## src/hw/rtl/snr_pkg.sv

```systemverilog
package snr_pkg;

  localparam int NUM_TERMS = 4;
  localparam int FRAC_BITS = 16;
  localparam int LOG_STAGES = 2 * FRAC_BITS;
  localparam int SNR_W = 24;

  // Configuration register indexes.
  localparam logic [2:0] REG_NOISE_SELECT = 3'd0;
  localparam logic [2:0] REG_EPS_FLOOR = 3'd1;
  localparam logic [2:0] REG_TERM_COUNT = 3'd2;
  localparam logic [2:0] REG_COEF_0 = 3'd3;
  localparam logic [2:0] REG_COEF_1 = 3'd4;
  localparam logic [2:0] REG_COEF_2 = 3'd5;
  localparam logic [2:0] REG_COEF_3 = 3'd6;

  // Noise source codes.
  localparam logic [1:0] MODE_RAW = 2'd0;
  localparam logic [1:0] MODE_MODEL = 2'd1;
  localparam logic [1:0] MODE_FLOOR = 2'd2;

  // Word carried from the noise select stage down the log2 pipeline.
  typedef struct packed {
    logic        ok;
    logic [30:0] signal;
    logic [30:0] noise;
    logic [31:0] base;
    logic        used;
    logic [31:0] raw;
  } snr_word_t;

  // Log2 unit iteration state for one operand.
  typedef struct packed {
    logic [4:0]           p;
    logic [32:0]          m;
    logic [FRAC_BITS-1:0] frac;
  } log_state_t;

endpackage

```

## src/hw/rtl/snr_log_step.sv

```systemverilog
// One fraction bit of the squaring log2 for the signal and noise operands.
module snr_log_step
  import snr_pkg::*;
(
  input  logic       clk,
  input  logic       rst,
  input  logic       vin,
  input  snr_word_t  win,
  input  log_state_t sin,
  input  log_state_t nin,
  output logic       vout,
  output snr_word_t  wout,
  output log_state_t sout,
  output log_state_t nout
);

  function automatic log_state_t step(input log_state_t s);
    logic [65:0] sq;
    log_state_t  r;
    sq = s.m * s.m;
    r = s;
    r.m = sq[63:31];
    r.frac = {s.frac[FRAC_BITS-2:0], 1'b0};
    if (sq[63]) begin
      r.frac[0] = 1'b1;
      r.m = {1'b0, sq[63:32]};
    end
    return r;
  endfunction

  // Square, test and halve; one register after each squaring.
  always_ff @(posedge clk) begin
    if (rst) vout <= 1'b0;
    else vout <= vin;
    wout <= win;
    sout <= step(sin);
    nout <= step(nin);
  end

endmodule

```

## config.mk

```make
export PLATFORM = sky130hd
export DESIGN_NAME = snr_log_step
export DESIGN_NICKNAME = d
export VERILOG_FILES = /design/src/hw/rtl/snr_pkg.sv /design/src/hw/rtl/snr_log_step.sv
export SDC_FILE = /design/constraint.sdc
export NUM_CORES = 2
export LEC_CHECK = 0
export BUFFER_PORTS_ARGS = -buffer_cell sky130_fd_sc_hd__buf_4
export CORE_UTILIZATION = 39
export DETAILED_ROUTE_END_ITERATION = 7
export SLEW_MARGIN = 0
export SYNTH_ARGS = -nofsm -noshare
export SYNTH_HDL_FRONTEND = slang
export SYNTH_SLANG_ARGS = --single-unit
```

## constraint.sdc

```tcl
create_clock -name clk -period 23.6 [get_ports clk]
set_clock_uncertainty 0.15 [all_clocks]
set_input_delay 2.36 -clock clk [delete_from_list [all_inputs] [get_ports clk]]
set_output_delay 2.36 -clock clk [all_outputs]
set_load 0.01 [all_outputs]
```

==> metrics.log <==
[metrics] worst-margin pin slew: 1.22 ns
[metrics] RSZ-0062 raised after global routing: false
[metrics] signal arrival time at the worst endpoint: about 12 ns
[metrics] sequential-to-total area share from yosys stat: 7.15%
[metrics] number of post-CTS setup repair buffers: 0
[metrics] Critical Path Max Stage Delay: 0.73 ns
[metrics] proportion of netlist area held by the largest area contributor: between 50% and 60%
[metrics] I/O Buffers: 471
[metrics] initial standard-cell utilization of the core: a little under 40%
[metrics] Cell Area, Synth: approximately 66000 µm²
[metrics] CTS H-tree lvls: 1
[metrics] DR WL/cell: 19.8 µm
[metrics] synthesis-to-finish area growth: 9.85%
[metrics] proportion of register bits with asynchronous set or reset after synthesis: 0%
[metrics] Crit path depth: 27
[metrics] kind of start point of the critical path: input port
[metrics] top-level I/O count: 476
[metrics] total wire length: 187000 µm
[metrics] filler instances: around 16000
[metrics] min-delay src: win[104]
[metrics] cell mode on critical path: sky130_fd_sc_hd__fa_1
[metrics] CP top delay family: adder cells
[metrics] number of enable flip-flop cells after synthesis: 0
[metrics] number of sinks driven by the clock tree: 235
[metrics] Die Outline Area: between 150000 and 200000 µm²
[metrics] max_slew headroom: 18.0%
[metrics] number of setup violations in the final report: 0
[metrics] core box area: 167000 µm²
[metrics] Crit Path Max Fanout: 39
[metrics] cell count after synthesis: 6955
[metrics] DRT Pass-1 Iters: 7
[metrics] via count of the first global-routing pass: 52400
[metrics] synthesized area divided by synthesized cell count: 9.47 µm²
[metrics] Total Nets Final: 9696
[metrics] post-CTS sizing: 0
[metrics] post-placement worst setup slack: 11.42 ns
[metrics] path category of the worst min-delay check: in -> reg
[metrics] vias post-DR: ~46000
[metrics] met2 layer wire length in the routed design: 94700 µm
[metrics] Hold Path Depth: 1
[metrics] top cells by area in the synthesized netlist: sky130_fd_sc_hd__fa_1 (52%), sky130_fd_sc_hd__inv_1 (13%), sky130_fd_sc_hd__ha_1 (9.9%), sky130_fd_sc_hd__dfxtp_1 (7.1%), sky130_fd_sc_hd__nand2_1 (3.8%)
[metrics] global routing usage summed across all routing layers: 22.9%
[metrics] wl on met1: 71600 µm
[metrics] FP Rows: 150
[metrics] most common flop cell mapped by yosys: sky130_fd_sc_hd__dfxtp_1
[metrics] Chip Width: 413 µm
[metrics] worst hold-check slack: between 1.5 and 2 ns
[metrics] Yosys cell types: 70
[metrics] maximum buffer depth of the clock tree: 3
[metrics] HPWL after detailed placement: 149000 µm
[metrics] portion of the clock cycle consumed by the worst path in the final layout: around half
[metrics] count of final max-slew check failures: 0
[metrics] count of hold-fix buffers inserted at cts: 0
[metrics] root buffer cell: sky130_fd_sc_hd__clkbuf_16
[metrics] wire length of the first global-routing pass: 297000 µm
[metrics] number of synthesized register bits: 235
[metrics] highest clock rate: 0.0861 GHz
[metrics] most frequent cells after synthesis: sky130_fd_sc_hd__inv_1 (2291), sky130_fd_sc_hd__fa_1 (1718), sky130_fd_sc_hd__nand2_1 (666), sky130_fd_sc_hd__ha_1 (522), sky130_fd_sc_hd__and2_1 (397)
[metrics] number of CTS-inserted buffers: 28
[metrics] required time at the endpoint of the critical path: 23.97 ns
[metrics] least setup slack across all paths after layout: 11.98 ns
[metrics] antenna violations before repair: 9
[metrics] total buffers and inverters traversed by the critical path: 8
[metrics] final-report hold violation count: 0
[metrics] Worst setup EP type: register
[metrics] maximum capacitance violations: 0
[metrics] top layer in use: met5
[metrics] minimum period implied by the final worst setup slack: 11.62 ns
[metrics] startpoint of the worst setup timing path: nin[33]
[metrics] clock slew at the register clock pins of the worst setup and hold paths: 0.06 ns
[metrics] crit path kind: in -> reg
[metrics] y dimension of the die: a little over 400 µm
[metrics] number of nets still failing antenna checks after routing: 0
[metrics] clock tree from TritonCTS: built
[metrics] GR Overflow Total: 0
[metrics] fraction of final layout cells sized beyond drive strength 1: 8.05%
[metrics] DRC viols: 0
[metrics] highest-delay cell along the critical path: sky130_fd_sc_hd__clkinv_1
[metrics] top-count cell post-synth: sky130_fd_sc_hd__inv_1
[metrics] post-synthesis cell type with the largest combined area: sky130_fd_sc_hd__fa_1
[metrics] final estimated routing congestion in global placement: 0.902
[metrics] met3 routed WL: 12900 µm
[metrics] outcome: complete, no violations
[metrics] number of DRC violations after detailed-routing iteration 0: between 2000 and 2500
[metrics] Yosys warning total: 0
[metrics] via density per instance: between 4 and 5
[metrics] Setup Total Neg Slack: 0 ns
[metrics] pin count of the biggest net entering global routing: 40
through the flow:
stage | instances | cell area [µm²] | utilization, %
floorplan | 6956 | 65800 | -
global placement | 9391 | 71200 | 42.5
detailed placement | 9391 | 71200 | 42.5
CTS | 9443 | 72300 | 43.2
global route | 9443 | 72300 | 43.2
finish | 9449 | 72300 | 43.2
cells in the final DEF, fill, tap and decap left out, types with 19 or more instances in the layout:
cell type                   instances
sky130_fd_sc_hd__inv_1           2291
sky130_fd_sc_hd__fa_1            1718
sky130_fd_sc_hd__nand2_1          666
sky130_fd_sc_hd__ha_1             522
sky130_fd_sc_hd__buf_4            475
sky130_fd_sc_hd__and2_1           397
sky130_fd_sc_hd__dfxtp_1          235
sky130_fd_sc_hd__nor2_1           159
sky130_fd_sc_hd__a21oi_1          126
sky130_fd_sc_hd__a21o_1            69
sky130_fd_sc_hd__o21ai_0           63
sky130_fd_sc_hd__xnor2_1           61
sky130_fd_sc_hd__xor2_1            40
sky130_fd_sc_hd__nand4_1           34
sky130_fd_sc_hd__mux2i_1           28
sky130_fd_sc_hd__clkbuf_16         28
sky130_fd_sc_hd__mux2_2            27
sky130_fd_sc_hd__o21a_1            24
sky130_fd_sc_hd__nand3_1           23
sky130_fd_sc_hd__nor2b_1           22
sky130_fd_sc_hd__and3_1            20
sky130_fd_sc_hd__nor3_1            19
sky130_fd_sc_hd__or2_2             19
metal layers:
layer,track usage (%),vias to the layer above
li1,-,20300
met1,27.7,23600
met2,40.9,1513
met3,3.67,379
met4,7.90,12
met5,0,-
sequential cells by signal (all words and copies together), names as in the netlist:
signal	flops
wout	128
nout	53
vout	1
sout	53
final timing paths:
| kind | slack, ns | endpoint |
|---|---|---|
| max | 11.98 | nout[47]$_SDFF_PP1_ |
| min | 1.67 | wout[104]$_DFF_P_ |
layout make-up:
class / instances / area (µm²) / share of cell area [%]
diodes: 6 / 15.0 / 0.0208
clock inverters: 14 / 272 / 0.375
inverters: 2297 / 8620 / 11.9
clock buffers: 38 / 818 / 1.13
well taps: 2204 / 2760 / 3.81
repair buffers: 475 / 3570 / 4.93
multi-input cells: 4180 / 51600 / 71.3
flip-flops and latches: 235 / 4700 / 6.51
cells by family (layout without fill, tap and decap cells):
kind of cell / Yosys count / in the layout / share of synthesized area, %
AOI/OAI and AO/OA: 396 / 396 / 3.88
xor gates and xnor gates: 101 / 101 / 1.34
adders and majority gates: 2240 / 2240 / 62.2
buffers and inverters: 2541 / 2824 / 14.5
DFF: 235 / 235 / 7.15
muxes: 55 / 55 / 0.888
other: 1 / 8 / 0.00570
and+or+nand+nor: 1386 / 1386 / 10.0
Power is not shown: default switching activity piles up to over one toggle a cycle in this logic, so the estimate is an artifact.
