**config.mk**
```make
export PLATFORM = sky130hd
export DESIGN_NAME = snr_lane
export DESIGN_NICKNAME = d
export VERILOG_FILES = /design/src/hw/rtl/snr_pkg.sv /design/src/hw/rtl/snr_lane.sv
export SDC_FILE = /design/constraint.sdc
export NUM_CORES = 2
export LEC_CHECK = 0
export BUFFER_PORTS_ARGS = -buffer_cell sky130_fd_sc_hd__buf_2
export CELL_PAD_IN_SITES_DETAIL_PLACEMENT = 0
export CELL_PAD_IN_SITES_GLOBAL_PLACEMENT = 2
export CORE_MARGIN = 2
export CORE_UTILIZATION = 39
export CTS_CLUSTER_SIZE = 16
export DETAILED_ROUTE_END_ITERATION = 12
export GPL_TIMING_DRIVEN = 0
export HOLD_SLACK_MARGIN = 0.1
export PLACE_DENSITY_LB_ADDON = 0.1
export SLEW_MARGIN = 20
export SYNTH_ARGS = -nofsm -noshare
export SYNTH_HDL_FRONTEND = slang
export SYNTH_SLANG_ARGS = --single-unit
export TNS_END_PERCENT = 20
```
**constraint.sdc**
```tcl
create_clock -name clk -period 8.37 [get_ports clk]
set_clock_uncertainty 0.05 [all_clocks]
set_input_delay 1.2555 -clock clk [delete_from_list [all_inputs] [get_ports clk]]
set_output_delay 1.2555 -clock clk [all_outputs]
set_load 0.005 [all_outputs]
```
**src/hw/rtl/snr_pkg.sv**
```systemverilog
package snr_pkg;

  localparam int NUM_TERMS = 4;
  localparam int FRAC_BITS = 16;
  localparam int LOG_STAGES = 2 * FRAC_BITS;
  localparam int SNR_W = 24;

  // Configuration register indexes.
  localparam logic [2:0] REG_NOISE_SELECT = 3'd0;
  localparam logic [2:0] REG_EPS_FLOOR = 3'd1;
  localparam logic [2:0] REG_TERM_COUNT = 3'd2;
  localparam logic [2:0] REG_COEF_0 = 3'd3;
  localparam logic [2:0] REG_COEF_1 = 3'd4;
  localparam logic [2:0] REG_COEF_2 = 3'd5;
  localparam logic [2:0] REG_COEF_3 = 3'd6;

  // Noise source codes.
  localparam logic [1:0] MODE_RAW = 2'd0;
  localparam logic [1:0] MODE_MODEL = 2'd1;
  localparam logic [1:0] MODE_FLOOR = 2'd2;

  // Word carried from the noise select stage down the log2 pipeline.
  typedef struct packed {
    logic        ok;
    logic [30:0] signal;
    logic [30:0] noise;
    logic [31:0] base;
    logic        used;
    logic [31:0] raw;
  } snr_word_t;

  // Log2 unit iteration state for one operand.
  typedef struct packed {
    logic [4:0]           p;
    logic [32:0]          m;
    logic [FRAC_BITS-1:0] frac;
  } log_state_t;

endpackage

```
**src/hw/rtl/snr_lane.sv**
```systemverilog
// One baseline lane: registered product of a coefficient and a feature,
// split into its floor-shifted high part and its low fraction bits.
module snr_lane
  import snr_pkg::*;
(
  input  logic                        clk,
  input  logic                        en,
  input  logic signed [31:0]          coef,
  input  logic signed [31:0]          feat,
  output logic signed [63-FRAC_BITS:0] prod_hi,
  output logic [FRAC_BITS-1:0]        prod_lo
);

  logic signed [63:0] prod;

  // Arithmetic shift gives the floor-rounded high part directly.
  always_ff @(posedge clk) begin
    prod <= en ? coef * feat : 64'sd0;
  end

  assign prod_hi = prod[63:FRAC_BITS];
  assign prod_lo = prod[FRAC_BITS-1:0];

endmodule

```
==> impl_summary.log <==
INFO  metric final_antenna_net_count = 0
INFO  metric numCtsBuffers = 9
INFO  metric timing_worst_slew_pin_value = 960 ps
INFO  metric ys_dominant_reg_cell = sky130_fd_sc_hd__dfxtp_1
INFO  metric placedCellCount = 5413
INFO  metric cts-root-buf = sky130_fd_sc_hd__clkbuf_16
INFO  metric final.period_utilization = 1.04
INFO  metric first_global_vias = 30500
INFO  metric globalRouteOverflowTotal = 0
INFO  metric finalCoreUtilization = 0.435
INFO  metric synth_top_area_cell = sky130_fd_sc_hd__fa_1
INFO  metric core.rowCount = 114
INFO  metric worstHoldEndpoint = prod[0]
INFO  metric via_total_after_detailed_routing = 27800
INFO  metric grt_start_max_net_pins = 23
INFO  metric setup_violations_final = 14
INFO  metric timing.max_slew.rel_slack = 0.360
INFO  metric largest_register_ffs = 64
INFO  metric sinks_on_clock_net = 64
INFO  metric floorplan.die.width = 315 um
INFO  metric min_period = roughly 8700 ps
INFO  metric met2_usage = 0.528
INFO  metric final.setup.worst_slack = -351 ps
INFO  metric clkTransAtPathRegs = about 60 ps
INFO  metric violations = setup timing
INFO  metric critPathArrivalTime = between 8000 and 9000 ps
INFO  metric yosys.area.top_type_share = 0.574
INFO  metric instances_no_fill = 5482
INFO  metric drt_first_pass_iters = 7
INFO  metric grt_pass1_wl = 218000 um
INFO  metric dr.first_iter.drc_count = 1860
INFO  metric layout.nets = 5523
INFO  metric proportion_of_synthesized_chip_area_in_sequential_cells = 0.0340
INFO  metric fp.coreArea = between 90000 and 100000 um^2
INFO  metric chipHeight = 315 um
INFO  metric dieArea = a little under 100000 um^2
INFO  metric holdCritStartpoint = feat[0]
INFO  metric top_regs = prod: 64 flops
INFO  metric worst-path-max-fanout = 10
INFO  metric critPathCaptureType = register
INFO  metric synth_cells = 4008
INFO  metric flow.area_growth_from_synthesis = 11.0%
INFO  metric critPathLaunchType = input pin
INFO  metric number_of_flops_mapped_to_enable_cells_by_yosys = 0
INFO  metric synth.top_cells.by_count = sky130_fd_sc_hd__fa_1 (1082), sky130_fd_sc_hd__inv_1 (959), sky130_fd_sc_hd__nand2_1 (531), sky130_fd_sc_hd__and2_1 (521), sky130_fd_sc_hd__clkbuf_1 (203)
INFO  metric avgRoutedWirePerCell = 27.6 um
INFO  metric track_usage = 0.315
INFO  metric design_area = 41900 um^2
INFO  metric ys_warn_count = 0
INFO  metric mappedNetlistNets = 5340
INFO  metric ys_top_cells_by_area = sky130_fd_sc_hd__fa_1 (57%), sky130_fd_sc_hd__inv_1 (9.5%), sky130_fd_sc_hd__and2_1 (8.6%)
INFO  metric synth_area_per_cell = 9.42 um^2
INFO  metric initial_antenna_violation_count = 21
INFO  metric finalMaxSlewViolations = 0
INFO  metric asyncSetResetFlopFracSynth = 0
INFO  metric outcome = finished, violations left
INFO  metric yosys_register_bits = 64
INFO  metric gr-usage-met1 = 0.411
INFO  metric cts_tree = built
INFO  metric rsz0062_at_grt = true
INFO  metric initial_standard_cell_utilization_of_the_core = 0.392
INFO  metric max_cap_violations = 0
INFO  metric hold_viol = 0
INFO  metric drc = 0
INFO  metric top_level_pins = 130
INFO  metric yosysMostFrequentCell = sky130_fd_sc_hd__fa_1
INFO  metric placed_instance_area = 40000 um^2
INFO  metric class_of_the_tightest_hold_or_removal_check = input pin to register
INFO  metric whs = 1230 ps
INFO  metric worst_setup_path_class = input pin to register
INFO  metric hold_depth = 2
INFO  metric via_per_inst = 5.07
INFO  metric place.port_buffers = 129
INFO  metric largest_register = prod
INFO  metric synthesis.area = 37700 um^2
INFO  metric cts-htree-levels = 3
INFO  metric drive_above_1_share = 0.118
INFO  metric globalplace.congestion = 0.977
INFO  metric timing.critical_path.required = 8590 ps
INFO  metric wirelength_routed = 151000 um
INFO  metric globalRouteMet3Util = 0.0383
INFO  metric clock.fmax = 115 MHz
INFO  metric cts_max_path_buffers = 2
INFO  metric top_usage_layer = met2
INFO  metric yosys.cell_types.count = 64
INFO  metric fillerInstances = about 9700
INFO  metric hpwlAfterDp = 127000 um
-- layout make-up --
cell class	count	area, um^2	share of cell area
Timing Repair Buffer	179	1120	0.0268
Sequential cell	64	1280	0.0306
Antenna cell	10	25.0	0.000597
Inverter	959	3620	0.0863
Multi-Input combinational cell	2772	32500	0.775
Tap cell	1276	1600	0.0381
Clock inverter	6	45.0	0.00108
Buffer	206	1520	0.0362
Clock buffer	10	229	0.00547
-- how the worst max path moves through the flow --
stage	end	start	slack (ps)	depth (start not counted)
3_5_place_dp	prod[62]	feat[8]	-2460	25
3_3_place_gp	prod[62]	feat[8]	-2570	25
5_1_grt	prod[61]	feat[5]	-520	31
2_1_floorplan	prod[63]	feat[5]	-230	27
6_report	prod[61]	feat[29]	-350	24
4_1_cts	prod[63]	feat[7]	-460	28
-- per-stage QoR --
step	TNS (ps)	worst slack (ps)
detailed placement	-59470	-2460
floorplan	-702	-229
CTS	-5380	-465
global route	-6160	-518
global placement	-61010	-2570
finish	-2350	-351
-- layer usage --
layer | vias to the layer above | wire length (um)
li1 | 11800 | -
met2 | 896 | 73900
met1 | 14800 | 60500
met3 | 205 | 8410
met4 | 0 | 8520
met5 | - | 0
-- cell usage in the layout (no fill, tap or decap), types with 53 or more instances in the layout --
cell type                     n
sky130_fd_sc_hd__and2_1     516
sky130_fd_sc_hd__dfxtp_1     64
sky130_fd_sc_hd__fa_1      1058
sky130_fd_sc_hd__ha_1       175
sky130_fd_sc_hd__buf_2      145
sky130_fd_sc_hd__clkbuf_2    72
sky130_fd_sc_hd__nor2_1      98
sky130_fd_sc_hd__inv_1      944
sky130_fd_sc_hd__a21oi_1     53
sky130_fd_sc_hd__buf_4       57
sky130_fd_sc_hd__nand2_1    524
-- cell families (layout without fill, tap and decap cells) --
group / count (synthesis) / count (layout) / synth area share
flip-flops: 64 / 64 / 0.0340
buffers and inverters: 1172 / 1360 / 0.117
XOR/XNOR: 63 / 63 / 0.0146
other: 0 / 10 / 0
multiplexers: 4 / 4 / 0.00106
AND/OR/NAND/NOR: 1235 / 1235 / 0.163
AO/OA/AOI/OAI: 204 / 204 / 0.0351
adder cells (fa/ha/maj): 1266 / 1266 / 0.635
-- what timing repair did --
action | 4_1_cts | 5_1_grt
resized for setup | 329 | 195
pin swaps | 28 | 38
hold buffers | 0 | 0
setup endpoints to repair | 44 | 31
setup buffers | 38 | 12
-- worst max-delay path, stage by stage --
cell and delay [ps]:
sky130_fd_sc_hd__buf_2 180, sky130_fd_sc_hd__clkbuf_2 410, sky130_fd_sc_hd__and2_1 300, sky130_fd_sc_hd__fa_1 580, sky130_fd_sc_hd__fa_1 450, sky130_fd_sc_hd__fa_1 520
sky130_fd_sc_hd__fa_1 470, sky130_fd_sc_hd__fa_1 560, sky130_fd_sc_hd__fa_1 470, sky130_fd_sc_hd__fa_2 630, sky130_fd_sc_hd__inv_1 80, sky130_fd_sc_hd__fa_1 500
sky130_fd_sc_hd__inv_1 40, sky130_fd_sc_hd__ha_2 310, sky130_fd_sc_hd__a21oi_1 140, sky130_fd_sc_hd__o21ai_1 130, sky130_fd_sc_hd__a211o_1 290, sky130_fd_sc_hd__o32a_1 430
sky130_fd_sc_hd__or3_4 370, sky130_fd_sc_hd__o21ai_4 240, sky130_fd_sc_hd__buf_6 150, sky130_fd_sc_hd__o211ai_1 90, sky130_fd_sc_hd__and3_1 200, sky130_fd_sc_hd__nor3_2 150
Power is not shown: default switching activity piles up to over one toggle a cycle in this logic, so the estimate is an artifact.
